File: config.mk
export PLATFORM = sky130hd
export DESIGN_NAME = fbat_ctrl
export DESIGN_NICKNAME = d
export VERILOG_FILES = /design/src/rtl/fbat_pkg.sv /design/src/rtl/fbat_ctrl.sv
export SDC_FILE = /design/constraint.sdc
export NUM_CORES = 1
export LEC_CHECK = 0
export ABC_AREA = 0
export BUFFER_PORTS_ARGS = -buffer_cell sky130_fd_sc_hd__buf_2
export CAP_MARGIN = 25
export CORE_AREA = 2 2 39 41
export CTS_CLUSTER_DIAMETER = 50
export DETAILED_ROUTE_END_ITERATION = 7
export DIE_AREA = 0 0 41 43
export MAX_ROUTING_LAYER = met4
export PLACE_DENSITY = 0.44
export SYNTH_ARGS = -nofsm -noshare
export SYNTH_HDL_FRONTEND = slang
export SYNTH_SLANG_ARGS = --single-unit
export TNS_END_PERCENT = 50
File: constraint.sdc
create_clock -name clk -period 1.4 [get_ports clk]
set_clock_uncertainty 0.1 [all_clocks]
set_input_delay 0.14 -clock clk [delete_from_list [all_inputs] [get_ports clk]]
set_output_delay 0.14 -clock clk [all_outputs]
set_load 0.03 [all_outputs]
File: src/rtl/fbat_pkg.sv
// Shared types, constants and status codes of the flow byte accounting table.
package fbat_pkg;

  localparam int TABLE_ENTRIES = 128;
  localparam int SLOT_W = $clog2(TABLE_ENTRIES);
  localparam int CNT_W = SLOT_W + 1;
  localparam int OUT_SLOT_W = 7;
  localparam int SLOT_EXT_W = (SLOT_W > OUT_SLOT_W) ? SLOT_W : OUT_SLOT_W;
  localparam int KEY_W = 96;
  localparam int IN_DATA_W = 136;
  localparam int OUT_DATA_W = 80;

  localparam logic [15:0] ETHERTYPE_IPV4 = 16'h0800;
  localparam logic [7:0] PROTO_TCP = 8'd6;
  localparam logic [7:0] PROTO_UDP = 8'd17;
  localparam logic [15:0] MIN_ETH_LEN = 16'd14;
  localparam logic [15:0] MIN_IP_LEN = 16'd34;
  localparam logic [15:0] MIN_TCP_LEN = 16'd54;
  localparam logic [15:0] MIN_UDP_LEN = 16'd42;

  localparam logic [2:0] ST_UPDATED = 3'd0;
  localparam logic [2:0] ST_NEW = 3'd1;
  localparam logic [2:0] ST_FULL = 3'd2;
  localparam logic [2:0] ST_NOT_IPV4 = 3'd3;
  localparam logic [2:0] ST_SHORT = 3'd4;

  typedef struct packed {
    logic load_in;
    logic rd_en;
    logic inc_idx;
    logic do_update;
    logic do_insert;
    logic emit_reject;
    logic emit_full;
  } cmd_t;

  typedef struct packed {
    logic rejected;
    logic table_empty;
    logic table_full;
    logic match;
    logic last_idx;
    logic out_free;
  } stat_t;

endpackage

File: src/rtl/fbat_ctrl.sv
// Controller state machine that sequences classification, search and table update.
module fbat_ctrl (
  input  logic           clk,
  input  logic           rst,
  input  logic           s_tvalid,
  output logic           s_tready,
  input  fbat_pkg::stat_t stat,
  output fbat_pkg::cmd_t  cmd
);

  localparam logic [2:0] S_IDLE = 3'd0;
  localparam logic [2:0] S_CLASS = 3'd1;
  localparam logic [2:0] S_READ = 3'd2;
  localparam logic [2:0] S_CMP = 3'd3;
  localparam logic [2:0] S_UPDATE = 3'd4;
  localparam logic [2:0] S_MISS = 3'd5;

  logic [2:0] state;
  logic [2:0] state_next;

  always_ff @(posedge clk) begin
    if (rst) begin
      state <= S_IDLE;
    end else begin
      state <= state_next;
    end
  end

  always_comb begin
    state_next = state;
    cmd = '0;
    s_tready = 1'b0;
    case (state)
      S_IDLE: begin
        s_tready = 1'b1;
        if (s_tvalid) begin
          cmd.load_in = 1'b1;
          state_next = S_CLASS;
        end
      end
      S_CLASS: begin
        if (stat.rejected) begin
          if (stat.out_free) begin
            cmd.emit_reject = 1'b1;
            state_next = S_IDLE;
          end
        end else if (stat.table_empty) begin
          state_next = S_MISS;
        end else begin
          state_next = S_READ;
        end
      end
      S_READ: begin
        cmd.rd_en = 1'b1;
        state_next = S_CMP;
      end
      S_CMP: begin
        if (stat.match) begin
          state_next = S_UPDATE;
        end else if (stat.last_idx) begin
          state_next = S_MISS;
        end else begin
          cmd.inc_idx = 1'b1;
          state_next = S_READ;
        end
      end
      S_UPDATE: begin
        if (stat.out_free) begin
          cmd.do_update = 1'b1;
          state_next = S_IDLE;
        end
      end
      S_MISS: begin
        if (stat.out_free) begin
          if (stat.table_full) begin
            cmd.emit_full = 1'b1;
          end else begin
            cmd.do_insert = 1'b1;
          end
          state_next = S_IDLE;
        end
      end
      default: begin
        state_next = S_IDLE;
      end
    endcase
  end

endmodule

# Word-level counts from Yosys, hierarchy flattened
# Cells that the tools add are included.
# word_totals
inputBits	9
output_inout_bits	8
regBits	3
wordCells	33
# op_classes
eq_ne	6
mux	24
reduce_logical	2
# ops
op	count
3-bit 2-to-1 mux	6
1-bit 2-to-1 mux	17
3-bit case mux with 5 select lines	1
3-bit by 2-bit == test with 1-bit output, second input constant	2
3-bit == test, second input constant	2
3-bit by 1-bit == test with 1-bit output, second input constant	1
3-bit logical NOT	1
2-bit inequality test, second input constant	1
2-bit OR reduction	1

# Logic depth before layout (Yosys ltp)
# depth
ltp_word	3
depth_mapped	4
mapped_depth_nobuf	3

# Least setup slack after synthesis
# Ideal clock, no wire load.
# synth_path
path_type	register to output
startpoint	reg state[2]
endpoint	out cmd[6] in the netlist's numbering
slack_ns	-0.140
stages_incl_launch_ff	4
required_time_ns	1.160
path_buffers	1
arrival_time_ns	1.300
cell_sequence	dfxtp_1 buf_6 nor3_2 and2_1
# synth_rtl
element	line_no	source
start: declaration	fbat_ctrl.sv:18	logic [2:0] state;
start signal: assignment	fbat_ctrl.sv:25	state <= state_next;
end: declaration	fbat_ctrl.sv:8	output fbat_pkg::cmd_t cmd

==> flow_metrics.py <==
metrics = {
    "place": {
        "gp_congestion": 0.771,
        "dpl_cell_area_um2": 397,
        "port-buffer-count": 16,
        "dpl.hpwl_um": 575,
    },
    "die": {
        "io_pins": 17,
        "start_util_pct": 21.0,
        "coreArea_um2": 1380,
        "chipHeight_um": 43,
        "dieArea_um2": 1760,
        "die_w_um": 41,
        "rows": 14,
    },
    "power": {
        "p_leak_nw": 0.227,
        "power_uw": 367,
        "p_per_area_nw_per_um2": 750,
        "ir_worst_vdd_v": 0.000437,
    },
    "drt": {
        "antenna_left": 0,
        "wire_per_inst_um": 10.3,
        "drc_errors": 0,
        "wirelength_um": 765,
        "firstDrtPassIters": 4,
        "viasPerCell": 4.81,
        "drt_iter0_markers": 16,
        "via_count": 356,
    },
    "worst_setup_path": {
        "cp.required_ns": 1.16,
        "crit_path_end_kind": "output pin",
        "crit_family": "simple AND/OR/NAND/NOR gates",
        "crit_chain": "and2b_2 -> nand3_2 -> nor2_1 -> buf_4",
        "crit_fanout": 5,
        "cp.arrival_ns": 1.18,
        "cp_slowest_cell": "dfxtp_4",
        "start_kind": "register",
        "path_depth": 4,
        "path_buf_inv": 1,
        "setup.worst_path.class": "register to output pin",
        "worst_path_largest_cell_delay_ns": 0.34,
        "rr_worst_depth": 4,
    },
    "finish": {
        "final_net_count": 68,
        "mostFrequentLayoutCell": "buf_2",
        "antenna_cells": 0,
        "top_regs": "state x3",
        "fin_area_um2": 489,
        "drive_gt1_share_pct": 63.8,
        "largest-register": "state",
        "area_delta_synth_final_pct": 68.5,
        "layout_common_cells": "10 x buf_2, 6 x buf_4, 5 x buf_6",
        "largest_reg_flops": 3,
    },
    "logic_synthesis": {
        "syn_area_um2": 290,
        "avgSynthCellArea_um2": 8.06,
        "ys_warn_count": 0,
        "synth_seq_cells": 3,
        "synth_fp_nets": 45,
        "synth-seq-area-share_pct": 20.7,
        "syn_inst": 36,
        "yosysUniqueCellTypes": 25,
    },
    "timing": {
        "finalCritPeriodShare_pct": 102,
        "worst_slew_pin_slew_ns": 0.282,
        "fin_crit_ns": 1.42,
        "fin_ws_ns": -0.0222,
        "max_freq_ghz": 0.703,
        "finalSetupViolCount": 2,
        "slew_headroom_pct": 80.9,
        "rsz0062_at_grt": "true",
        "finalHoldViolCount": 0,
        "slew_viol_final": 0,
        "hold-worst-slack_ns": 0.151,
    },
    "clock_tree": {
        "cts_tree": "built",
        "clk_path_buf_depth": 2,
        "cts.clk_slew.worst_paths_ns": 0.04,
        "postCtsHoldBufs": 0,
        "cts_buffers": 3,
        "cts-htree-levels": 1,
        "cts.sinks": 3,
        "cts_root_buf": "clkbuf_4",
        "insertion_delay_ns": 0.23,
    },
    "job": {
        "cap_viol_max_count": 0,
    },
    "outcome": {
        "outcome": "finished, violations left",
        "violations": "negative setup slack",
    },
    "global_route": {
        "grt_use_total_pct": 9.86,
        "antenna_found_initial": 0,
        "grt_pass1_vias": 279,
        "grt_pass1_wl_um": 1140,
        "overflow": 0,
        "grt_max_degree": 9,
    },
    "min_path": {
        "hold_depth": 3,
        "min_path_type": "primary input to register",
    },
}
==> worst reg2reg max path: stages (launching register included) <==
cell and delay [ns]:
dfxtp_4 0.34, buf_4 0.15, nor4_1 0.25, a211o_1 0.20, a21oi_1 0.06
==> timing repair <==
action                                  CTS  global route
buffers inserted                          1             0
gates resized for setup                  13             7
hold endpoints to repair                  0             0
endpoints found under the setup margin    5             7
pin swaps                                 3             2
==> layout make-up <==
type	count	area (um2)
multi-input combinational	29	223
timing repair buffer	21	151
tap	16	20.0
fill	155	895
clock buffer	4	26.3
sequential	3	65.1
inverter	1	3.75
==> stage by stage <==
| stage | utilization [%] | instances | setup TNS [ns] | setup slack, ns |
|---|---|---|---|---|
| detailed placement | 28.7 | 69 | 0 | 0.142 |
| global route | 35.4 | 74 | -0.270 | -0.0702 |
| finish | 35.4 | 74 | -0.0323 | -0.0222 |
| floorplan | - | 36 | -0.141 | -0.115 |
| CTS | 33.6 | 74 | -0.0275 | -0.0139 |
| global placement | 28.7 | 69 | 0 | 0.162 |
==> per-layer routing <==
| layer | part of all wire [%] | wire length, um | up-vias | track usage, % |
|---|---|---|---|---|
| met5 | 0 | 0 | - | - |
| met1 | 42 | 322 | 163 | 12.5 |
| met4 | 0 | 0 | 0 | 2.00 |
| li1 | - | - | 178 | - |
| met3 | 10 | 80 | 0 | 6.28 |
| met2 | 47 | 362 | 15 | 13.1 |
==> synthesized netlist by cell type, drive strengths merged <==
master,instances,area (um2)
nand3b,1,7.51
and4b,1,10.0
inv,1,3.75
a211o,1,8.76
nor2,3,11.3
and2,1,6.26
o211ai,1,7.51
a21o,1,8.76
nor4,1,6.26
o21ai,2,10.0
o21bai,1,7.51
nor3,4,30.0
and4bb,1,12.5
buf,3,30.0
nand2,2,7.51
and2b,3,25.0
a21oi,2,10.0
dfxtp,3,60.1
nor2b,1,6.26
nand3,1,5.00
a22oi,1,7.51
o311ai,1,8.76
==> where the power goes <==
group / total, mW / internal, mW / leakage [nW] / switching [mW]
Combinational: 0.122 / 0.0571 / 0.186 / 0.0651
Sequential: 0.0940 / 0.0897 / 0.0258 / 0.00429
Clock: 0.151 / 0.107 / 0.0150 / 0.0442
==> kinds of logic (layout without fill, tap and decap cells) <==
group	after synthesis	count (layout)	share of synthesized area, %
AO/OA/AOI/OAI	10	10	23.7
buffers and inverters	4	26	11.6
flip-flops	3	3	20.7
AND/OR/NAND/NOR	19	19	44.0
==> worst paths after layout <==
check	startpoint	slack, ns	endpoint
worst max register to register	state[1]$_SDFFE_PP0P_	0.17	state[2]$_SDFFE_PP0P_
worst min register to register	state[2]$_SDFFE_PP0P_	0.44	state[1]$_SDFFE_PP0P_
worst min-delay path	rst	0.15	state[0]$_SDFFE_PP0P_
worst max-delay path	state[1]$_SDFFE_PP0P_	-0.02	cmd[0]
Power figures use the tool's default switching activity.
